[config.mk]
export PLATFORM = sky130hd
export DESIGN_NAME = gqg_core
export DESIGN_NICKNAME = d
export VERILOG_FILES = /design/src/rtl/gqg_pkg.sv /design/src/rtl/gqg_core.sv
export SDC_FILE = /design/constraint.sdc
export NUM_CORES = 2
export LEC_CHECK = 0
export BUFFER_PORTS_ARGS = -buffer_cell sky130_fd_sc_hd__buf_2
export CAP_MARGIN = 0
export CELL_PAD_IN_SITES_DETAIL_PLACEMENT = 0
export CELL_PAD_IN_SITES_GLOBAL_PLACEMENT = 1
export CORE_MARGIN = 2
export CORE_UTILIZATION = 48
export DETAILED_ROUTE_END_ITERATION = 7
export GPL_TIMING_DRIVEN = 0
export PLACE_DENSITY = 0.93
export SLEW_MARGIN = 10
export SYNTH_ARGS = -nofsm -noshare
export SYNTH_HDL_FRONTEND = slang
export SYNTH_SLANG_ARGS = --single-unit
[constraint.sdc]
create_clock -name i_clk -period 15.4 [get_ports i_clk]
set_clock_uncertainty 0.1 [all_clocks]
set_input_delay 1.54 -clock i_clk [delete_from_list [all_inputs] [get_ports i_clk]]
set_output_delay 1.54 -clock i_clk [all_outputs]
set_load 0.02 [all_outputs]
[src/rtl/gqg_pkg.sv]
package gqg_pkg;

    // opcodes carried in the input tuser
    localparam logic [1:0] OP_WRITE   = 2'd0;
    localparam logic [1:0] OP_START   = 2'd1;
    localparam logic [1:0] OP_DRAW    = 2'd2;
    localparam logic [1:0] OP_MEASURE = 2'd3;

    // result kind carried in the output tuser
    localparam logic KIND_VERTEX  = 1'b0;
    localparam logic KIND_MEASURE = 1'b1;

    // configuration register indexes
    localparam logic [1:0] CFG_X_SCALE = 2'd0;
    localparam logic [1:0] CFG_Y_SCALE = 2'd1;
    localparam logic [1:0] CFG_COLOR   = 2'd2;

    localparam logic [15:0] X_SCALE_RST = 16'd256;
    localparam logic [15:0] Y_SCALE_RST = 16'd256;
    localparam logic [31:0] COLOR_RST   = 32'hFFFF_FFFF;

    localparam logic [7:0] CHAR_LOWER_A = 8'h61;
    localparam logic [7:0] CHAR_LOWER_Z = 8'h7A;
    localparam logic [7:0] CASE_FOLD    = 8'h20;

    localparam logic [23:0] SUM_MAX    = 24'hFF_FFFF;
    localparam logic [15:0] RESULT_MAX = 16'hFFFF;
    localparam logic [7:0]  ROUND_HALF = 8'h80;

    localparam int IN_DATA_W  = 96;
    localparam int OUT_DATA_W = 112;

    typedef struct packed {
        logic [7:0] adv;
        logic [7:0] oy;
        logic [7:0] ox;
        logic [7:0] h;
        logic [7:0] w;
        logic [7:0] v;
        logic [7:0] u;
    } t_glyph;

    localparam int GLYPH_W = $bits(t_glyph);

    typedef struct packed {
        logic [15:0] x_scale;
        logic [15:0] y_scale;
        logic [31:0] color;
    } t_cfg;

    // one finished request: a whole quad or one measurement
    typedef struct packed {
        logic        kind;
        logic [15:0] x1;
        logic [15:0] x2;
        logic [15:0] y1;
        logic [15:0] y2;
        logic [7:0]  u1;
        logic [7:0]  u2;
        logic [7:0]  v1;
        logic [7:0]  v2;
        logic [31:0] color;
        logic [15:0] str_w;
        logic [15:0] str_h;
    } t_quad;

endpackage

[src/rtl/gqg_core.sv]
module gqg_core (
    input  logic                  i_clk,
    input  logic                  i_rst_n,
    input  logic                  i_accept,
    input  logic [1:0]            i_op,
    input  logic                  i_last,
    input  logic [15:0]           i_origin_x,
    input  logic [15:0]           i_origin_y,
    input  logic                  i_hit,
    input  gqg_pkg::t_glyph       i_glyph,
    input  gqg_pkg::t_cfg         i_cfg,
    input  logic [7:0]            i_tallest,
    input  logic                  i_out_free,
    output logic                  o_ready,
    output logic                  o_push,
    output gqg_pkg::t_quad        o_quad
);

    logic            r_vld;
    logic [1:0]      r_op;
    logic            r_last;
    logic [15:0]     r_origin_x;
    logic [15:0]     r_origin_y;
    logic            r_hit;

    logic [15:0]     r_pen_x;
    logic [15:0]     r_pen_y;
    logic [15:0]     r_pen_off;
    logic [23:0]     r_sum;
    logic [15:0]     n_pen_x;
    logic [15:0]     n_pen_y;
    logic [15:0]     n_pen_off;
    logic [23:0]     n_sum;

    gqg_pkg::t_glyph g;
    logic            needs_out;
    logic            adv;
    logic [23:0]     w_prod;
    logic [23:0]     h_prod;
    logic [23:0]     a_prod;
    logic [15:0]     ox16;
    logic [15:0]     oy16;
    logic [15:0]     x1;
    logic [15:0]     y1;
    logic [7:0]      add;
    logic [24:0]     sum_raw;
    logic [23:0]     sum_sat;
    logic [39:0]     mw_prod;
    logic [24:0]     mh_prod;
    logic [31:0]     mw_q;
    logic [16:0]     mh_q;

    // a code that was never written or lies past the table reads as zero
    assign g = r_hit ? i_glyph : '0;

    assign needs_out = (r_op == gqg_pkg::OP_DRAW) ||
                       ((r_op == gqg_pkg::OP_MEASURE) && r_last);
    assign adv      = r_vld && (!needs_out || i_out_free);
    assign o_push   = r_vld && needs_out && i_out_free;
    assign o_ready  = !r_vld || adv;

    assign w_prod = {16'b0, g.w}   * {8'b0, i_cfg.x_scale};
    assign h_prod = {16'b0, g.h}   * {8'b0, i_cfg.y_scale};
    assign a_prod = {16'b0, g.adv} * {8'b0, i_cfg.x_scale};

    assign ox16 = {{8{g.ox[7]}}, g.ox};
    assign oy16 = {{8{g.oy[7]}}, g.oy};
    assign x1   = r_pen_x + ox16 + r_pen_off;
    assign y1   = r_pen_y + {8'b0, g.h} + oy16;

    assign add     = r_last ? g.w : g.adv;
    assign sum_raw = {1'b0, r_sum} + {17'b0, add};
    assign sum_sat = sum_raw[24] ? gqg_pkg::SUM_MAX : sum_raw[23:0];

    assign mw_prod = {16'b0, sum_sat} * {24'b0, i_cfg.x_scale} +
                     {32'b0, gqg_pkg::ROUND_HALF};
    assign mh_prod = {17'b0, i_tallest} * {9'b0, i_cfg.y_scale} +
                     {17'b0, gqg_pkg::ROUND_HALF};
    assign mw_q    = mw_prod[39:8];
    assign mh_q    = mh_prod[24:8];

    always_comb begin
        o_quad = '0;
        if (r_op == gqg_pkg::OP_MEASURE) begin
            o_quad.kind  = gqg_pkg::KIND_MEASURE;
            o_quad.str_w = (mw_q[31:16] != 16'b0) ? gqg_pkg::RESULT_MAX : mw_q[15:0];
            o_quad.str_h = mh_q[16] ? gqg_pkg::RESULT_MAX : mh_q[15:0];
        end else begin
            o_quad.kind  = gqg_pkg::KIND_VERTEX;
            o_quad.x1    = x1;
            o_quad.x2    = x1 + w_prod[23:8];
            o_quad.y1    = y1;
            o_quad.y2    = y1 - h_prod[23:8];
            o_quad.u1    = g.u;
            o_quad.u2    = g.u + g.w;
            o_quad.v1    = g.v;
            o_quad.v2    = g.v + g.h;
            o_quad.color = i_cfg.color;
        end
    end

    always_comb begin
        n_pen_x   = r_pen_x;
        n_pen_y   = r_pen_y;
        n_pen_off = r_pen_off;
        n_sum     = r_sum;
        if (adv) begin
            unique case (r_op)
                gqg_pkg::OP_START: begin
                    n_pen_x   = r_origin_x;
                    n_pen_y   = r_origin_y;
                    n_pen_off = '0;
                end
                gqg_pkg::OP_DRAW: begin
                    n_pen_off = r_pen_off + a_prod[23:8];
                end
                gqg_pkg::OP_MEASURE: begin
                    n_sum = r_last ? '0 : sum_sat;
                end
                default: begin
                end
            endcase
        end
    end

    always_ff @(posedge i_clk) begin
        if (!i_rst_n) begin
            r_vld     <= 1'b0;
            r_pen_x   <= '0;
            r_pen_y   <= '0;
            r_pen_off <= '0;
            r_sum     <= '0;
        end else begin
            if (i_accept) begin
                r_vld <= 1'b1;
            end else if (adv) begin
                r_vld <= 1'b0;
            end
            r_pen_x   <= n_pen_x;
            r_pen_y   <= n_pen_y;
            r_pen_off <= n_pen_off;
            r_sum     <= n_sum;
        end
    end

    always_ff @(posedge i_clk) begin
        if (i_accept) begin
            r_op       <= i_op;
            r_last     <= i_last;
            r_origin_x <= i_origin_x;
            r_origin_y <= i_origin_y;
            r_hit      <= i_hit;
        end
    end

endmodule

=== After elaboration in Yosys (flattened, before gate mapping) ===
Cells that the tools add are included.

* $add $sub $neg: 12
* Multipliers: 5
* Eq/ne operators: 3
* Mux-type cells: 12
* Reduce and logical (&&, ||, !) cells: 15

{| class="wikitable"
|+ Operator list
! cell !! number
|-
| two-way mux 128 bit || 1
|-
| multiplier 8 x 16 -> 24 bit || 4
|-
| adder 16 bit || 5
|-
| two-way mux 56 bit || 1
|-
| two-way mux 24 bit || 2
|-
| adder 40 x 8 -> 40 bit, second input constant || 1
|-
| multiplier 24 x 16 -> 40 bit || 1
|-
| two-way mux 16 bit || 2
|-
| two-way mux 32 bit || 1
|-
| one-hot mux 16 bit (2 select lines) || 1
|-
| adder 24 x 8 -> 25 bit || 1
|-
| adder 24 x 8 -> 25 bit, second input constant || 1
|-
| adder 16 x 8 -> 16 bit || 1
|-
| adder 8 bit || 2
|-
| nonzero test 16 bit || 1
|-
| subtractor 16 bit || 1
|-
| two-way mux 8 bit || 1
|-
| AND reduction 2 bit || 3
|-
| equality test 2 bit, second input constant || 2
|-
| logical AND 1 bit || 4
|-
| nonzero test 2 bit || 2
|-
| logical OR 1 bit || 3
|-
| two-way mux 1 bit || 3
|-
| equality test 2 x 1 -> 1 bit, second input constant || 1
|-
| logical NOT 1 bit || 2
|}

* Register bits after elaboration: 109

=== Depth between registers and ports, before layout ===
* Word-level depth: 9
* Depth in mapped cells: 43
* Depth with buffers taken out: 38

=== Least setup slack after synthesis ===
OpenSTA, ideal clock, no wires.

* Path kind: input port to output port
* From: input i_glyph[16] (netlist name)
* To: output o_quad[21] (netlist name)
* Data arrival time: 10468 ps
* Data required time: 13760 ps
* Path slack: 3292 ps
* Stages on the path: 39
* Cell sequence: nand2_1 > inv_1 > mux2_2 > ha_1 > inv_1 > fa_1 > nor2b_1 > o2111ai_1 > and3_1 > nor2_1 > nand2_1 > nor2_1 > a21oi_1 > o21ai_0 > clkbuf_1 > nand2_1 > fa_1 > fa_1 > [... 3 more ...] > fa_1 > inv_1 > fa_1 > inv_1 > ha_1 > clkbuf_1 > and4_1 > and2_1 > nand3_1 > nor4b_1 > nor3_2 > o21bai_1 > xnor2_2 > nand3b_4 > a2111oi_4 > nand4_4 > buf_6 > o31a_1

{| class="wikitable"
|+ RTL lines
! item !! RTL line !! source
|-
| start: declaration || gqg_core.sv:10 || <nowiki>input gqg_pkg::t_glyph i_glyph,</nowiki>
|-
| end: declaration || gqg_core.sv:16 || <nowiki>output gqg_pkg::t_quad o_quad</nowiki>
|}

==> flow_summary.ini <==
[worst_setup_path]
crit_top_cell = fa_1
startpoint = i_glyph[17]
crit_end = o_quad[26]
r2r-end = r_pen_off[15]
cp.required_ns = 13.76
worst_path_dominant_cell_family = adder cells
max_stage_delay_ns = 0.61
r2r_cells = 31
path_max_fanout = 10
start_kind = input port
critPathKind = input port to output pin
r2r-start = r_hit
path_depth = 40
critPathBufInv = 11
cp_slowest_cell = fa_1
rrSetupSlack_ns = 6.19
end_kind = output pin
cp.arrival_ns = 13.23

[place]
hpwlAfterDp_mm = 94.4
io_buffer_count = 316
dpl_cell_area_mm2 = 0.0410
place.gp.congestion = 0.952

[clock_network]
clock_sinks = 109
clock_latency_ns = 0.39
clockBufferDepth = 2
clock-root-buffer = clkbuf_16
htreeDepth = 3
numCtsBuffers = 9
cts_tree = yes
clk_pin_slew_ns = 0.10

[logic_synthesis]
synth_seq_cells = 109
synth_nets = 5718
synth_async_sr_flop_share_pct = 0
yosysSeqAreaShare_pct = 6.67
syn_area_mm2 = 0.0381
synth-main-ff-cell = dfxtp_1
synth_cell_types = 90
synth_top_area_share_pct = 35.1
synth-edff-count = 36
ys_warn_count = 0
ys_top_cells_by_area = fa_1 (35%), ha_1 (14%), inv_1 (7.2%)
syn_inst = 4469
avgSynthCellArea_um2 = 8.53
synth_top_area_cell = fa_1

[floorplan]
die_area_mm2 = 0.0817
die_w_um = 286
die_height_um = 286
core_area_mm2 = 0.0789
initial_core_util_pct = 48.4
std_cell_rows = 103
ios = 331

[timing]
rsz0062_at_grt = false
finalCriticalPeriod_ns = 14.87
setup-tns-final_ns = 0
hold_viol = 0
tightest_slew_ns = 1.23
max_slew_margin_pct = 16.8
finalCritPeriodShare_pct = 96.6
finalSetupViolations = 0
worst_hold_slack_ns = 0.378
slew_violations = 0
fmax_mhz = 67.2

[global_routing]
grt.total_usage_pct = 27.7
grt_pass1_wl_mm = 177
gr-total-overflow = 0
first_global_vias = 32400
grt_max_degree = 38
antenna_found_initial = 24

[drt]
wl_mm = 111
dr.pass1.iters = 6
antenna_left = 0
drt_iter0_drc = 2230
via_count = 32000
drc = 0
viasPerCell = 5.45
wl_per_cell_um = 19.0

[finish]
final_common_cell = inv_1
layout.nets = 6045
final_cell_mix = inv_1 (736), fa_1 (669), nand2_1 (604)
postLayoutCellArea_mm2 = 0.0414
drive_above_1_share_pct = 8.50
syn2layout_area_growth_pct = 8.60

[flow_run]
cap_violations = 0

[outcome]
status = finished clean

[power]
p_leak_nw = 20.3
pwr_density_cell_mw_per_mm2 = 89.7
ir_drop_mv = 0.0884

[hold_path]
hp-class = register to register
registers in the layout, summed over array words and instances (netlist names):
register / cells
r_pen_y: 16
r_origin_x: 16
r_sum: 24
r_op: 2
r_origin_y: 16
r_vld: 1
r_hit: 1
r_pen_x: 16
r_pen_off: 16
r_last: 1
power breakdown:
group	leakage (nW)	total [W]	switching, W	internal [W]
Combinational	19.3	0.00313	0.00188	0.00125
Sequential	0.942	0.000316	0.00000749	0.000309
Clock	0.154	0.000266	0.000146	0.000120
Total	20.3	0.00371	0.00204	0.00167
through the flow:
| stage | instances | util, % | setup slack [ns] | total power (W) |
|---|---|---|---|---|
| 4_1_cts | 5851 | 52.4 | 0.234 | 0.00372 |
| 6_report | 5866 | 52.5 | 0.529 | 0.00371 |
| 3_5_place_dp | 5835 | 52.0 | 0.336 | 0.00343 |
| 2_1_floorplan | 4469 | - | 3.29 | 0.00261 |
| 5_1_grt | 5861 | 52.5 | 0.0609 | 0.00408 |
| 3_3_place_gp | 5835 | 52.0 | 0.379 | 0.00339 |
cells by family after synthesis:
family / share of synthesized area (%)
AND/OR/NAND/NOR: 22.1
AO/OA/AOI/OAI: 8.56
adder cells (fa/ha/maj): 48.6
XOR/XNOR: 3.95
multiplexers: 0.341
flip-flops: 6.67
buffers and inverters: 9.73
worst register-to-register path: cells and delay by family, from the launching register on:
kind	cells	cell delay, ns
fa+ha+maj	6	2.71
simple gates	6	0.99
flops	1	0.39
xor+xnor	3	0.44
buf+inv	7	2.13
compound gates	9	2.35
cell type report:
cell class	count	area, um2
sequential	109	2540
clock inverter	7	93.8
buffer	234	953
clock buffer	9	225
timing repair buffer	316	1580
inverter	736	2760
tap	1050	1310
multi-input combinational	3390	31900
fill	7449	37500
antenna	15	37.5
routing by layer:
| layer | routed length, um | global-route usage, % | vias up |
|---|---|---|---|
| met5 | 102 | 0 | - |
| met4 | 4340 | 10.2 | 18 |
| met3 | 8040 | 4.02 | 205 |
| met2 | 52800 | 46.1 | 1078 |
| met1 | 46000 | 36.6 | 15900 |
| li1 | - | - | 14700 |
worst min-delay path by stage:
stage                start           to  slack, ns  depth (start not counted)
2_1_floorplan  r_pen_y[10]  r_pen_y[10]       0.35                          2
3_3_place_gp   r_pen_y[14]  r_pen_y[14]       0.36                          2
3_5_place_dp   r_pen_y[13]  r_pen_y[13]       0.37                          2
4_1_cts         r_pen_y[8]   r_pen_y[8]       0.38                          2
5_1_grt        r_pen_y[13]  r_pen_y[13]       0.40                          2
6_report        r_pen_y[8]   r_pen_y[8]       0.38                          2
cell usage after synthesis, drive strengths merged (4+ instances only):
master  instances
nand2         605
ha            412
nor3b           4
nor2          153
o41ai           4
xor2           61
or3            13
fa            669
nor3           48
nor2b         142
nand2b         19
or2            13
nand3b          6
a21oi         118
dfxtp          73
mux2            8
o211ai         10
o31a           22
buf             6
o21a           35
nor4            6
a21boi         43
xnor2         110
and3          183
nand4          14
inv           736
clkbuf        225
and2          360
o21ai          78
a21o           50
a22oi          28
edfxtp         36
o31ai           7
mux2i           4
and4           10
a211oi         11
nand3          51
o21bai         19
a31oi          21
a41oi           4
repair_timing:
item	CTS	global route
resized for setup	1	7
hold buffers	0	0
buffers inserted	0	0
gates cloned	0	0
endpoints found under the setup margin	16	16
Power figures use the tool's default switching activity.
