## src/rtl/gqg_pkg.sv

```systemverilog
package gqg_pkg;

    // opcodes carried in the input tuser
    localparam logic [1:0] OP_WRITE   = 2'd0;
    localparam logic [1:0] OP_START   = 2'd1;
    localparam logic [1:0] OP_DRAW    = 2'd2;
    localparam logic [1:0] OP_MEASURE = 2'd3;

    // result kind carried in the output tuser
    localparam logic KIND_VERTEX  = 1'b0;
    localparam logic KIND_MEASURE = 1'b1;

    // configuration register indexes
    localparam logic [1:0] CFG_X_SCALE = 2'd0;
    localparam logic [1:0] CFG_Y_SCALE = 2'd1;
    localparam logic [1:0] CFG_COLOR   = 2'd2;

    localparam logic [15:0] X_SCALE_RST = 16'd256;
    localparam logic [15:0] Y_SCALE_RST = 16'd256;
    localparam logic [31:0] COLOR_RST   = 32'hFFFF_FFFF;

    localparam logic [7:0] CHAR_LOWER_A = 8'h61;
    localparam logic [7:0] CHAR_LOWER_Z = 8'h7A;
    localparam logic [7:0] CASE_FOLD    = 8'h20;

    localparam logic [23:0] SUM_MAX    = 24'hFF_FFFF;
    localparam logic [15:0] RESULT_MAX = 16'hFFFF;
    localparam logic [7:0]  ROUND_HALF = 8'h80;

    localparam int IN_DATA_W  = 96;
    localparam int OUT_DATA_W = 112;

    typedef struct packed {
        logic [7:0] adv;
        logic [7:0] oy;
        logic [7:0] ox;
        logic [7:0] h;
        logic [7:0] w;
        logic [7:0] v;
        logic [7:0] u;
    } t_glyph;

    localparam int GLYPH_W = $bits(t_glyph);

    typedef struct packed {
        logic [15:0] x_scale;
        logic [15:0] y_scale;
        logic [31:0] color;
    } t_cfg;

    // one finished request: a whole quad or one measurement
    typedef struct packed {
        logic        kind;
        logic [15:0] x1;
        logic [15:0] x2;
        logic [15:0] y1;
        logic [15:0] y2;
        logic [7:0]  u1;
        logic [7:0]  u2;
        logic [7:0]  v1;
        logic [7:0]  v2;
        logic [31:0] color;
        logic [15:0] str_w;
        logic [15:0] str_h;
    } t_quad;

endpackage

```

## src/rtl/gqg_emit.sv

```systemverilog
module gqg_emit (
    input  logic                             i_clk,
    input  logic                             i_rst_n,
    input  logic                             i_push,
    input  gqg_pkg::t_quad                   i_quad,
    output logic                             o_free,
    output logic                             o_m_tvalid,
    input  logic                             i_m_tready,
    output logic [gqg_pkg::OUT_DATA_W-1:0]   o_m_tdata,
    output logic                             o_m_tuser,
    output logic                             o_m_tlast
);

    gqg_pkg::t_quad r_q;
    logic           r_vld;
    logic [1:0]     r_cnt;
    logic           last;
    logic           done;
    logic [15:0]    vx;
    logic [15:0]    vy;
    logic [7:0]     tu;
    logic [7:0]     tv;

    assign last   = (r_q.kind == gqg_pkg::KIND_MEASURE) || (r_cnt == 2'd3);
    assign done   = r_vld && i_m_tready && last;
    assign o_free = !r_vld || done;

    // corner order: top-left, top-right, bottom-right, bottom-left
    always_comb begin
        unique case (r_cnt)
            2'd0: begin vx = r_q.x1; vy = r_q.y2; tu = r_q.u1; tv = r_q.v1; end
            2'd1: begin vx = r_q.x2; vy = r_q.y2; tu = r_q.u2; tv = r_q.v1; end
            2'd2: begin vx = r_q.x2; vy = r_q.y1; tu = r_q.u2; tv = r_q.v2; end
            default: begin vx = r_q.x1; vy = r_q.y1; tu = r_q.u1; tv = r_q.v2; end
        endcase
    end

    assign o_m_tvalid = r_vld;
    assign o_m_tuser  = r_q.kind;
    assign o_m_tlast  = last;
    assign o_m_tdata  = {r_q.str_h, r_q.str_w, r_q.color, tv, tu, vy, vx};

    always_ff @(posedge i_clk) begin
        if (!i_rst_n) begin
            r_vld <= 1'b0;
            r_cnt <= '0;
        end else begin
            if (i_push) begin
                r_vld <= 1'b1;
                r_cnt <= '0;
            end else if (done) begin
                r_vld <= 1'b0;
            end else if (r_vld && i_m_tready) begin
                r_cnt <= r_cnt + 2'd1;
            end
        end
    end

    always_ff @(posedge i_clk) begin
        if (i_push) begin
            r_q <= i_quad;
        end
    end

endmodule

```

## config.mk

```make
export PLATFORM = sky130hd
export DESIGN_NAME = gqg_emit
export DESIGN_NICKNAME = d
export VERILOG_FILES = /design/src/rtl/gqg_pkg.sv /design/src/rtl/gqg_emit.sv
export SDC_FILE = /design/constraint.sdc
export NUM_CORES = 1
export LEC_CHECK = 0
export BUFFER_PORTS_ARGS = -buffer_cell sky130_fd_sc_hd__buf_4
export CAP_MARGIN = 20
export CORE_ASPECT_RATIO = 1.4
export CORE_MARGIN = 1.5
export CORE_UTILIZATION = 35
export DETAILED_ROUTE_END_ITERATION = 7
export PLACE_DENSITY = 0.67
export REMOVE_ABC_BUFFERS = 1
export SYNTH_ARGS = -nofsm -noshare
export SYNTH_HDL_FRONTEND = slang
export SYNTH_SLANG_ARGS = --single-unit
```

## constraint.sdc

```tcl
create_clock -name i_clk -period 4 [get_ports i_clk]
set_input_delay 0.6 -clock i_clk [delete_from_list [all_inputs] [get_ports i_clk]]
set_output_delay 0.6 -clock i_clk [all_outputs]
set_load 0.02 [all_outputs]
```

# Yosys cells after proc, flatten, opt, wreduce, memory -nomap -nowiden
# Index checks and enable logic that the tools add are counted.
[word_totals] ff_bits=164 input_bits=165 out_inout_bits=116 elab_cells=37
[classes] addsub=1 n_eq_ne=3 muxes=6 n_bitwise=2 n_reduce_logical=11
[ops] cell="two-way mux 16 bit" count=2
[ops] cell="two-way mux 8 bit" count=2
[ops] cell="OR reduction 2 bit" count=3
[ops] cell="equality test 2 bit, second input constant" count=2
[ops] cell="adder 2 x 1 -> 2 bit, second input constant" count=1
[ops] cell="equality test 2 x 1 -> 1 bit, second input constant" count=1
[ops] cell="logical AND 1 bit" count=2
[ops] cell="zero test 2 bit" count=1
[ops] cell="logical OR 1 bit" count=2
[ops] cell="two-way mux 1 bit" count=2
[ops] cell="NOT 1 bit" count=2
[ops] cell="AND reduction 2 bit" count=1
[ops] cell="nonzero test 2 bit" count=1
[ops] cell="zero test 1 bit" count=1

# Depth between registers and ports, before layout
# Gate-level depths: netlist of the first run.
[depth] word_depth=5 ltp_mapped=7 ltp_nobuf=4

# Worst setup path before layout of the first run
# No wires, ideal clock.
[synth_path] path_kind="flip-flop to output port" from="register r_cnt[1]" to="output o_m_tdata[10] (netlist bit)" t_arrival_ns=1.508 required_time_ns=3.400 setup_slack_ns=1.892 path_stages_with_launch=7 n_path_buf=3 cell_sequence="dfxtp_1 > buf_2 > inv_1 > ha_1 > buf_6 > buf_6 > mux2_4"
[synth_via] elab_chain_len=3 word_cells_on_any_way=4 cone_classes="eq/ne: 2; mux: 1; reduce/logical: 1"
[synth_rtl] item="start, declared" line="gqg_emit.sv:16" text="logic [1:0] r_cnt;"
[synth_rtl] item="start signal, assigned" line="gqg_emit.sv:54" text="r_cnt <= r_cnt + 2'd1;"
[synth_rtl] item="equality test 2 x 1 -> 1 bit or equality test 2 bit (tied branches)" line="gqg_emit.sv:30" text="unique case (r_cnt)"
[synth_rtl] item="OR reduction 2 bit (no line) *"
[synth_rtl] item="two-way mux 16 bit *" line="gqg_emit.sv:30"
[synth_rtl] item="end, declared" line="gqg_emit.sv:9" text="output logic [gqg_pkg::OUT_DATA_W-1:0] o_m_tdata,"
# Mark *: on every way between the ends. The rest lies on a longest branch, timed or not.

# Worst setup path in the final report of the first run
[layout_path] from="register r_cnt[1]" to="output o_m_tdata[28] (netlist bit)"
[layout_via] elab_chain_len=3 word_cells_on_any_way=4 cone_classes="eq/ne: 1; mux: 1; reduce/logical: 2"
[layout_rtl] item="equality test 2 x 1 -> 1 bit or zero test 2 bit (tied branches)" line="gqg_emit.sv:30"
[layout_rtl] item="OR reduction 2 bit (no line) *"
[layout_rtl] item="two-way mux 16 bit *" line="gqg_emit.sv:30"
# Marked as above.

==> results.md, run 1 <==
- Hold Path Depth: 1
- Initial antenna violation count: 0
- Inst Count DP: 750
- Root Driver: clkbuf_16
- Min Tclk post-route: 3.074 ns
- Number of global-route vias before repair: 3637
- Area occupied by multi-input gates: 788.3 µm²
- Filler cells: 1522
- Number of H-tree levels: 4
- Largest stage delay, worst path: 0.66 ns
- 1st-pass router iterations: 4
- CTS Buf Count: 17
- Die W: 115.8 µm
- R2r worst-path depth: 5
- Worst-path maximum fanout: 15
- Postcts setup bufs: 0
- Max_slew headroom: 0.3469
- Seq/Total Area, Yosys: 0.7852
- Clock net sink count: 164
- Worst reg-to-reg setup slack: 2.20 ns
- Seq cells post-synth: 164
- WL final: 12960 µm
- Area taken by flip-flops and latches: 4895 µm²
- Placer Congestion: 0.7588
- Worst setup EP type: output port
- Reg2reg end: r_cnt[1]
- Core box area: 17400 µm²
- Antenna violation net count after detailed routing: 0
- CP arrival: 2.47 ns
- Buffers on Ports: 280
- RSZ-0062 raised after global routing: no
- Largest net degree at the start of global routing: 114
- Global route overflow: 0
- Worst vdd ir: 0.0002573 V
- Max-slew violations: 0
- Worst-Margin Slew: 0.9796 ns
- Layout area overhead: 39.10%
- Via/cell ratio: 4.219
- Final setup fails: 0
- Finished Layout Cells: 782
- Max clock buf depth: 2
- Skew final: 0.0009549 ns
- Critical Path Source: r_cnt[1]
- Clk pin slew, worst setup/hold paths: 0.06 ns
- Hold Vio Cnt, Final: 0
- Hold buffers post-CTS: 0
- Critical path class: flip-flop to output port
- Hold Crit Start: i_quad[148]
- Cells after synthesis: 300
- DPL Wire Length: 9470 µm
- CTS tree: yes
- Iter 0 DRT Violations: 115
- Min-Delay Path Class: input port to flip-flop
- Ant diodes: 0
- Library cells used by synthesis: 19
- Final worst path period share: 0.7684
- Avg Cell Area, Syn: 20.78 µm²
- Die height: 160.9 µm
- First-pass GRT wire length: 18630 µm
- Synth warnings: 0
- Status: complete, no violations
- Max cap viols: 0
- Initial Util: 0.3582
- Max Clock Freq: 325.3 MHz
- Tot GR Track Use: 0.1366
- WHS Endpoint: r_q[148]
- CP required: 3.40 ns
- Clock Latency Late Sink: 0.41 ns
- DR DRC count: 0
- Finished Core Util: 0.4983
- Post-route setup TNS: 0 ns
- Pwr dens: 474.5 nW/µm²
- Row Count: 57
- Share of cells above drive strength 1: 0.6557
- DIE AREA: 18630 µm²
- DR vias: 3299
- Critical Path, Cell by Cell: inv_1 > ha_1 > nor2_4 > mux2_2 > buf_4
- Crit-path slowest cell: dfxtp_1
- WL/cell: 16.57 µm
- LEAKAGE: 3.547 nW
- Worst R2R Start: r_cnt[1]
- Final net count: 701
- Mapped cell area: 6233 µm²
- CTS resizes: 0
- IO Pins: 281
- Startpoint types: flip-flop
-- per-layer routing --
layer | vias to the layer above | part of all wire | track usage
met2 | 159 | 0.55 | 0.2409
met5 | - | 0 | 0
met1 | 1582 | 0.34 | 0.1338
met4 | 0 | 0.029 | 0.07650
li1 | 1535 | - | -
met3 | 23 | 0.081 | 0.05321
-- power breakdown --
part / total (mW) / switching, mW / internal, mW
logic: 0.502 / 0.237 / 0.265
clock network: 1.54 / 0.618 / 0.917
registers: 2.08 / 0.0386 / 2.04
total: 4.11 / 0.894 / 3.22
-- per-stage QoR --
stage | setup WS (ns) | area, µm² | hold slack (ns) | total power, mW
6_report | 0.9263 | 8671 | 0.3632 | 4.114
5_1_grt | 0.7062 | 8671 | 0.3336 | 4.263
4_1_cts | 0.8516 | 8671 | 0.3360 | 4.173
3_5_place_dp | 1.272 | 8118 | 0.5570 | 2.622
3_3_place_gp | 1.370 | 8118 | 0.5254 | 2.607
2_1_floorplan | 1.320 | 5694 | 0.5015 | 2.297
-- how the worst max path moves through the flow --
stage | end | slack, ns | depth (start not counted)
finish | o_m_tdata[28] | 0.93 | 5
global route | o_m_tdata[28] | 0.71 | 5
CTS | o_m_tdata[28] | 0.85 | 5
detailed placement | o_m_tdata[28] | 1.27 | 5
global placement | o_m_tdata[31] | 1.37 | 5
floorplan | o_m_tdata[0] | 1.32 | 3
-- kinds of logic after synthesis --
kind of cell             Yosys count  share of synthesized area
multiplexers                      50                     0.1074
adder cells (fa/ha/maj)            3                   0.006022
flip-flops                       164                     0.7852
AO/OA/AOI/OAI                      3                   0.002610
buffers and inverters             72                    0.08832
AND/OR/NAND/NOR                    8                    0.01044
-- registers in the layout, indices dropped and copies added, names as in the netlist --
register	count
o_m_tdata	64
r_cnt	2
r_q	96
o_m_tuser	1
o_m_tvalid	1
-- layout make-up --
| cell class | count | share of cell area |
|---|---|---|
| sequential | 164 | 0.5645 |
| timing repair buffer | 283 | 0.2455 |
| multi-input combinational | 64 | 0.09091 |
| clock buffer | 23 | 0.05166 |
| tap | 236 | 0.03405 |
| clock inverter | 9 | 0.01212 |
| inverter | 3 | 0.001299 |
-- critical path: cells and delay by family, from the launching register on --
family,cells,cell delay [ns]
flops,1,0.66
simple gates,1,0.47
mux,1,0.41
buf+inv,2,0.29
fa+ha+maj,1,0.23
-- Yosys cell counts --
library cell,n,area share
ha_1,3,0.0060
dfxtp_1,3,0.0096
nor2_4,1,0.0018
a31oi_1,1,0.0010
mux2i_1,2,0.0032
buf_4,64,0.077
edfxtp_1,161,0.78
buf_12,1,0.0032
nand2_1,1,0.00060
buf_6,3,0.0054
nand3b_1,3,0.0036
mux2_2,19,0.034
and4bb_2,1,0.0020
or2_2,1,0.0010
or3b_1,1,0.0014
inv_1,3,0.0018
buf_2,1,0.00080
o21ai_0,2,0.0016
mux2_4,29,0.070
-- placed cells by master (no fill, tap or decap) --
master / netlist / final
inv_1: 3 / 3
bufinv_16: 0 / 2
clkinv_4: 0 / 1
ha_1: 3 / 3
clkbuf_16: 0 / 17
buf_4: 64 / 282
clkbuf_1: 0 / 6
inv_6: 0 / 1
a31oi_1: 1 / 1
edfxtp_1: 161 / 161
nand3b_1: 3 / 3
buf_6: 3 / 1
mux2_2: 19 / 19
dfxtp_1: 3 / 3
or3b_1: 1 / 1
nand2_1: 1 / 1
clkinv_1: 0 / 2
o21ai_0: 2 / 2
mux2i_1: 2 / 2
or2_2: 1 / 1
and4bb_2: 1 / 1
mux2_4: 29 / 29
nor2_4: 1 / 1
clkinvlp_4: 0 / 2
clkinv_2: 0 / 1
Note: power is estimated with default switching activity, not from simulation.
==> run 2, diff against run 1 <==
==> constraint.sdc (replaced) <==
create_clock -name i_clk -period 3.08 [get_ports i_clk]
set_input_delay 0.462 -clock i_clk [delete_from_list [all_inputs] [get_ports i_clk]]
set_output_delay 0.462 -clock i_clk [all_outputs]
set_load 0.02 [all_outputs]
==> results.md, run 2 (synthesis gave the netlist of run 1 again) <==
- Initial Util: 0.3582 (unchanged)
- Number of H-tree levels: 4 (unchanged)
- Min-Delay Path Class: input port to flip-flop
- Status: complete, no violations
- Final net count: 701 (unchanged)
- Worst-Margin Slew: 0.9291 ns (-0.05049 ns)
- Skew final: 0.004384 ns (+0.003429 ns)
- First-pass GRT wire length: 18830 µm (+1.1%)
- Pwr dens: 614.7 nW/µm² (+30%)
- Share of cells above drive strength 1: 0.6648 (+0.009158)
- Clock net sink count: 164 (unchanged)
- CTS resizes: 0 (unchanged)
- Global route overflow: 0 (unchanged)
- Die W: 115.8 µm (unchanged)
- Clock Latency Late Sink: 0.41 ns (about the same)
- Worst vdd ir: 0.0004494 V (+75%)
- Max FFs per register: 96 (unchanged)
- Initial antenna violation count: 0 (unchanged)
- Tot GR Track Use: 0.1377 (+0.001095)
- Finished Layout Cells: 782 (unchanged)
- Final setup fails: 0 (unchanged)
- IO Pins: 281 (unchanged)
- Max-slew violations: 0 (unchanged)
- Post-route setup TNS: 0 ns (unchanged)
- Filler cells: 1511 (-0.72%)
- WL final: 13150 µm (+1.4%)
- Antenna violation net count after detailed routing: 0 (unchanged)
- DPL Wire Length: 9516 µm (+0.48%)
- Startpoint types: flip-flop
- Largest net degree at the start of global routing: 164 (+44%)
- Final worst path period share: 0.8425
- Commonest non-fill, non-tap cell in the layout: buf_4
- Max cap viols: 0 (unchanged)
- Worst setup EP type: output port
- Min Tclk post-route: 2.595 ns
- Max clock buf depth: 2 (unchanged)
- LEAKAGE: 3.567 nW (+0.58%)
- CTS tree: yes
- Via/cell ratio: 4.271 (+1.2%)
- CP required: 2.62 ns (-0.78 ns)
- Placer Congestion: 0.7444 (-1.9%)
- Commonest non-fill, non-tap cells in the layout: buf_4, edfxtp_1, mux2_4, mux2_2, clkbuf_16
- Pwr Total: 5.338 mW (+30%)
- Inst Count DP: 750 (unchanged)
- Max_slew headroom: 0.3806 (+0.03366)
- Hold buffers post-CTS: 0 (unchanged)
- Iter 0 DRT Violations: 178 (+55%)
- Finished Core Util: 0.4991 (+0.0007910)
- Die height: 160.9 µm (unchanged)
- Clk pin slew, worst setup/hold paths: 0.07 ns (about the same)
- Ant diodes: 0 (unchanged)
- Hold Vio Cnt, Final: 0 (unchanged)
- Row Count: 57 (unchanged)
- Root Driver: clkbuf_16
- CP arrival: 2.13 ns (-0.34 ns)
- Critical path class: flip-flop to output port
- Number of global-route vias before repair: 3591 (-1.3%)
- Max Clock Freq: 385.4 MHz
- Worst-path maximum fanout: 15 (unchanged)
- CTS Buf Count: 17 (unchanged)
- 1st-pass router iterations: 4 (unchanged)
- Buffers on Ports: 280 (unchanged)
- DR vias: 3340 (+1.2%)
- DR DRC count: 0 (unchanged)
- Top reg by flops: r_q
- Layout area overhead: 39.32%
- WL/cell: 16.81 µm (+1.4%)
- DIE AREA: 18630 µm² (unchanged)
- Core box area: 17400 µm² (unchanged)
- Postcts setup bufs: 0 (unchanged)
- RSZ-0062 raised after global routing: no
- Worst reg-to-reg setup slack: 1.55 ns (-0.65 ns)
==> run 2: cell count changes in the layout (fill, tap and decap cells not counted), moves of 2 or more <==
cell and delta:
clkinvlp_4 -2, clkinv_2 +2, clkinv_4 +3, clkbuf_1 -6
inv_6 +2
==> run 2: per-stage QoR <==
stage	hold slack, ns	worst slack [ns]	area (µm²)
final	0.2176	0.4851	8685
after global routing	0.1891	0.3442	8685
after global placement	0.5226	0.9637	8130
after floorplan	0.5015	0.5381	5694
after detailed placement	0.5702	0.8860	8130
after CTS	0.1979	0.4293	8685
==> run 2: final cells by class <==
class | count | area, µm² | area share
Sequential cell | 164 | 4895 | 0.5636
Timing Repair Buffer | 283 | 2141 | 0.2465
Multi-Input combinational cell | 64 | 788.3 | 0.09077
Clock buffer | 17 | 425.4 | 0.04898
Tap cell | 236 | 295.3 | 0.03400
Clock inverter | 15 | 128.9 | 0.01484
Inverter | 3 | 11.26 | 0.001297
==> run 2: where the power goes <==
part | total (mW) | internal [mW] | leakage [nW] | switching, mW
clock network | 1.99 | 1.12 | 0.276 | 0.870
registers | 2.70 | 2.65 | 1.60 | 0.0519
logic | 0.653 | 0.345 | 1.69 | 0.308
total | 5.34 | 4.11 | 3.57 | 1.23
==> run 2: critical path, stage by stage, from the launching register on <==
cell and delay (ns):
dfxtp_1 0.41, inv_1 0.06, ha_1 0.23, nor2_4 0.46, mux2_2 0.40, buf_4 0.16
==> run 2: worst paths after layout <==
check / startpoint / endpoint / depth (start not counted)
worst max-delay path: r_cnt[0] / o_m_tdata[28] / 5
worst min-delay path: i_quad[56] / o_m_tdata[72] / 1
worst max register to register: r_cnt[0] / r_cnt[1] / 5
worst min register to register: r_cnt[0] / r_cnt[0] / 2
==> run 2: routing by layer <==
metal / GRT usage / share of wire / up-vias
met5: 0 / 0 / -
met4: 0.07483 / 0.033 / 0
met3: 0.04830 / 0.075 / 26
met2: 0.2473 / 0.56 / 164
met1: 0.1352 / 0.34 / 1611
li1: - / - / 1539
==> run 3, diff against run 2 <==
--- a/config.mk
+++ b/config.mk
@@ -11,7 +11,7 @@
 export CORE_MARGIN = 1.5
 export CORE_UTILIZATION = 35
 export DETAILED_ROUTE_END_ITERATION = 7
-export PLACE_DENSITY = 0.67
+export PLACE_DENSITY = 0.7
 export REMOVE_ABC_BUFFERS = 1
 export SYNTH_ARGS = -nofsm -noshare
 export SYNTH_HDL_FRONTEND = slang
==> constraint.sdc (replaced) <==
create_clock -name i_clk -period 2.16 [get_ports i_clk]
set_input_delay 0.324 -clock i_clk [delete_from_list [all_inputs] [get_ports i_clk]]
set_output_delay 0.324 -clock i_clk [all_outputs]
set_load 0.02 [all_outputs]
==> results.md, run 3 (synthesis gave the netlist of run 1 again) <==
- CTS tree: yes
- Net Sw Frac: 0.2190 (-0.01129)
- Final worst path period share: 0.9878
- Hold buffers post-CTS: 0 (unchanged)
- Critical path class: flip-flop to output port
- Startpoint types: flip-flop
- Largest net degree at the start of global routing: 76 (-54%)
- Number of H-tree levels: 4 (unchanged)
- RSZ-0062 raised after global routing: yes
- Worst-Margin Slew: 0.7082 ns (-0.2209 ns)
- Max-slew violations: 0 (unchanged)
- Max cap viols: 0 (unchanged)
- Critical Path, Cell by Cell: inv_2 > ha_4 > clkbuf_16 > mux2_4 > buf_6
- Filler cells: 1451 (-4.0%)
- CTS Buf Count: 17 (unchanged)
- CP required: 1.84 ns (-0.78 ns)
- Global routing's busiest layer: met2
- Largest stage delay, worst path: 0.38 ns (-0.08 ns)
- Die W: 115.8 µm (unchanged)
- Met2 global-route usage: 0.2652 (+0.01791)
- Max Clock Freq: 468.7 MHz
- Buffers on Ports: 280 (unchanged)
- DR DRC count: 0 (unchanged)
- WL final: 13470 µm (+2.5%)
- Antenna violation net count after detailed routing: 0 (unchanged)
- Top reg by flops: r_q
- Final net count: 709 (+1.1%)
- Global route overflow: 0 (unchanged)
- Crit-path slowest cell: dfxtp_4
- Skew final: 0.003586 ns (-0.0007978 ns)
- 1st-pass router iterations: 4 (unchanged)
- Number of global-route vias before repair: 3666 (+2.1%)
- Worst setup EP type: output port
- Clock net sink count: 164 (unchanged)
- Commonest non-fill, non-tap cell in the layout: buf_4
- Pwr dens: 880.0 nW/µm² (+43%)
- Power share of the combinational group: 0.126 (+0.004)
- Max clock buf depth: 2 (unchanged)
- Max_slew headroom: 0.5279 (+0.1473)
- Share of cells above drive strength 1: 0.6823 (+0.01748)
- Die height: 160.9 µm (unchanged)
- Hold Vio Cnt, Final: 0 (unchanged)
- Int Pwr: 6.286 mW (+53%)
- Grt met3 use: 0.05547 (+0.007170)
- Pwr Total: 8.049 mW (+51%)
- Final instance area: 9146 µm² (+5.3%)
- Switching Power: 1.763 mW (+43%)
- CP arrival: 1.81 ns (-0.32 ns)
- Via/cell ratio: 4.275 (about the same)
- IO Pins: 281 (unchanged)
- Clk pin slew, worst setup/hold paths: 0.07 ns (about the same)
- Post-DP Area: 8203 µm² (+0.89%)
- Area taken by flip-flops and latches: 4900 µm² (+0.10%)
- WL/cell: 17.05 µm (+1.4%)
- Tot GR Track Use: 0.1427 (+0.004992)
- Min Tclk post-route: 2.134 ns
- First-pass GRT wire length: 19390 µm (+3.0%)
- Min-Delay Path Class: input port to flip-flop
- Clock Latency Late Sink: 0.41 ns (about the same)
- Placer Congestion: 0.7131 (-4.2%)
- Initial antenna violation count: 0 (unchanged)
- LEAKAGE: 3.762 nW (+5.4%)
- DIE AREA: 18630 µm² (unchanged)
- Commonest non-fill, non-tap cells in the layout: buf_4, edfxtp_1, buf_6, mux2_4, clkbuf_16
- Reg power frac: 0.478 (-0.028)
- Root Driver: clkbuf_16
- Area occupied by multi-input gates: 840.8 µm² (+6.7%)
- Worst-path maximum fanout: 6 (-9)
- Max FFs per register: 96 (unchanged)
- Final setup fails: 0 (unchanged)
- Initial Util: 0.3582 (unchanged)
- Met1 usage: 0.1364 (+0.001142)
- Row Count: 57 (unchanged)
- Ant diodes: 0 (unchanged)
- Core box area: 17400 µm² (unchanged)
- DR vias: 3377 (+1.1%)
- Clock power frac: 0.396 (+0.024)
- Layout area overhead: 46.73%
- Worst vdd ir: 0.0007608 V (+69%)
- Status: complete, no violations
- Iter 0 DRT Violations: 139 (-22%)
- Hold Slack: 0.08220 ns (-0.1354 ns)
- DPL Wire Length: 9705 µm (+2.0%)
## run 3: cell count changes in the layout (fill, tap and decap cells not counted), moves of 3 or more
cell and change:
buf_6 +39, buf_4 -39, mux2_4 +10, bufinv_16 +3, buf_12 +4, mux2_2 -10
clkbuf_16 +3
## run 3: final timing paths
check | from | to | slack, ns | depth (start not counted)
worst max-delay path | r_cnt[0] | o_m_tdata[38] | 0.03 | 5
worst min-delay path | i_quad[50] | o_m_tdata[66] | 0.08 | 1
worst max register to register | r_cnt[0] | r_cnt[1] | 0.81 | 6
worst min register to register | r_cnt[0] | r_cnt[0] | 0.56 | 2
## run 3: what timing repair did
action	in CTS	in global routing
setup endpoints to repair	39	39
pin swaps	0	2
setup buffers	0	1
gates resized for setup	24	35
gates cloned	2	2
## run 3: per-layer routing
metal / wire, µm / up-vias / share of wire
met5: 0 / - / 0
met4: 285 / 0 / 0.021
met3: 1062 / 18 / 0.079
met2: 7677 / 165 / 0.57
met1: 4444 / 1644 / 0.33
li1: - / 1550 / -
## run 3: critical path, delay by kind of cell (launching register included)
family,cells,cell delay (ns)
multiplexers,1,0.31
flip-flops,1,0.38
adder cells (fa/ha/maj),1,0.35
buffers and inverters,3,0.37
## run 3: cell type report
type,count,area share
sequential,164,0.5357
clock buffer,18,0.04692
timing repair buffer,291,0.2700
clock inverter,14,0.02189
tap,236,0.03228
inverter,3,0.001231
multi-input combinational,64,0.09193
## run 3: through the flow
stage                     setup slack, ns  std cells  utilization  TNS, ns
after global routing             -0.03891        790       0.5256  -0.3506
after CTS                        -0.04079        787       0.5153  -0.2016
after detailed placement           0.2952        753       0.4714        0
after floorplan                   -0.2439        231            -   -4.241
after global placement             0.3552        753       0.4714        0
final                             0.02627        790       0.5256        0
## run 3: power by group through the flow
stage / sequential, mW / combinational (mW) / clock [mW]
3_5_place_dp: 3.92 / 0.953 / 0
2_1_floorplan: 4.02 / 0.229 / 0
5_1_grt: 3.87 / 1.07 / 3.38
6_report: 3.85 / 1.02 / 3.18
4_1_cts: 3.85 / 0.981 / 3.27
3_3_place_gp: 3.91 / 0.937 / 0
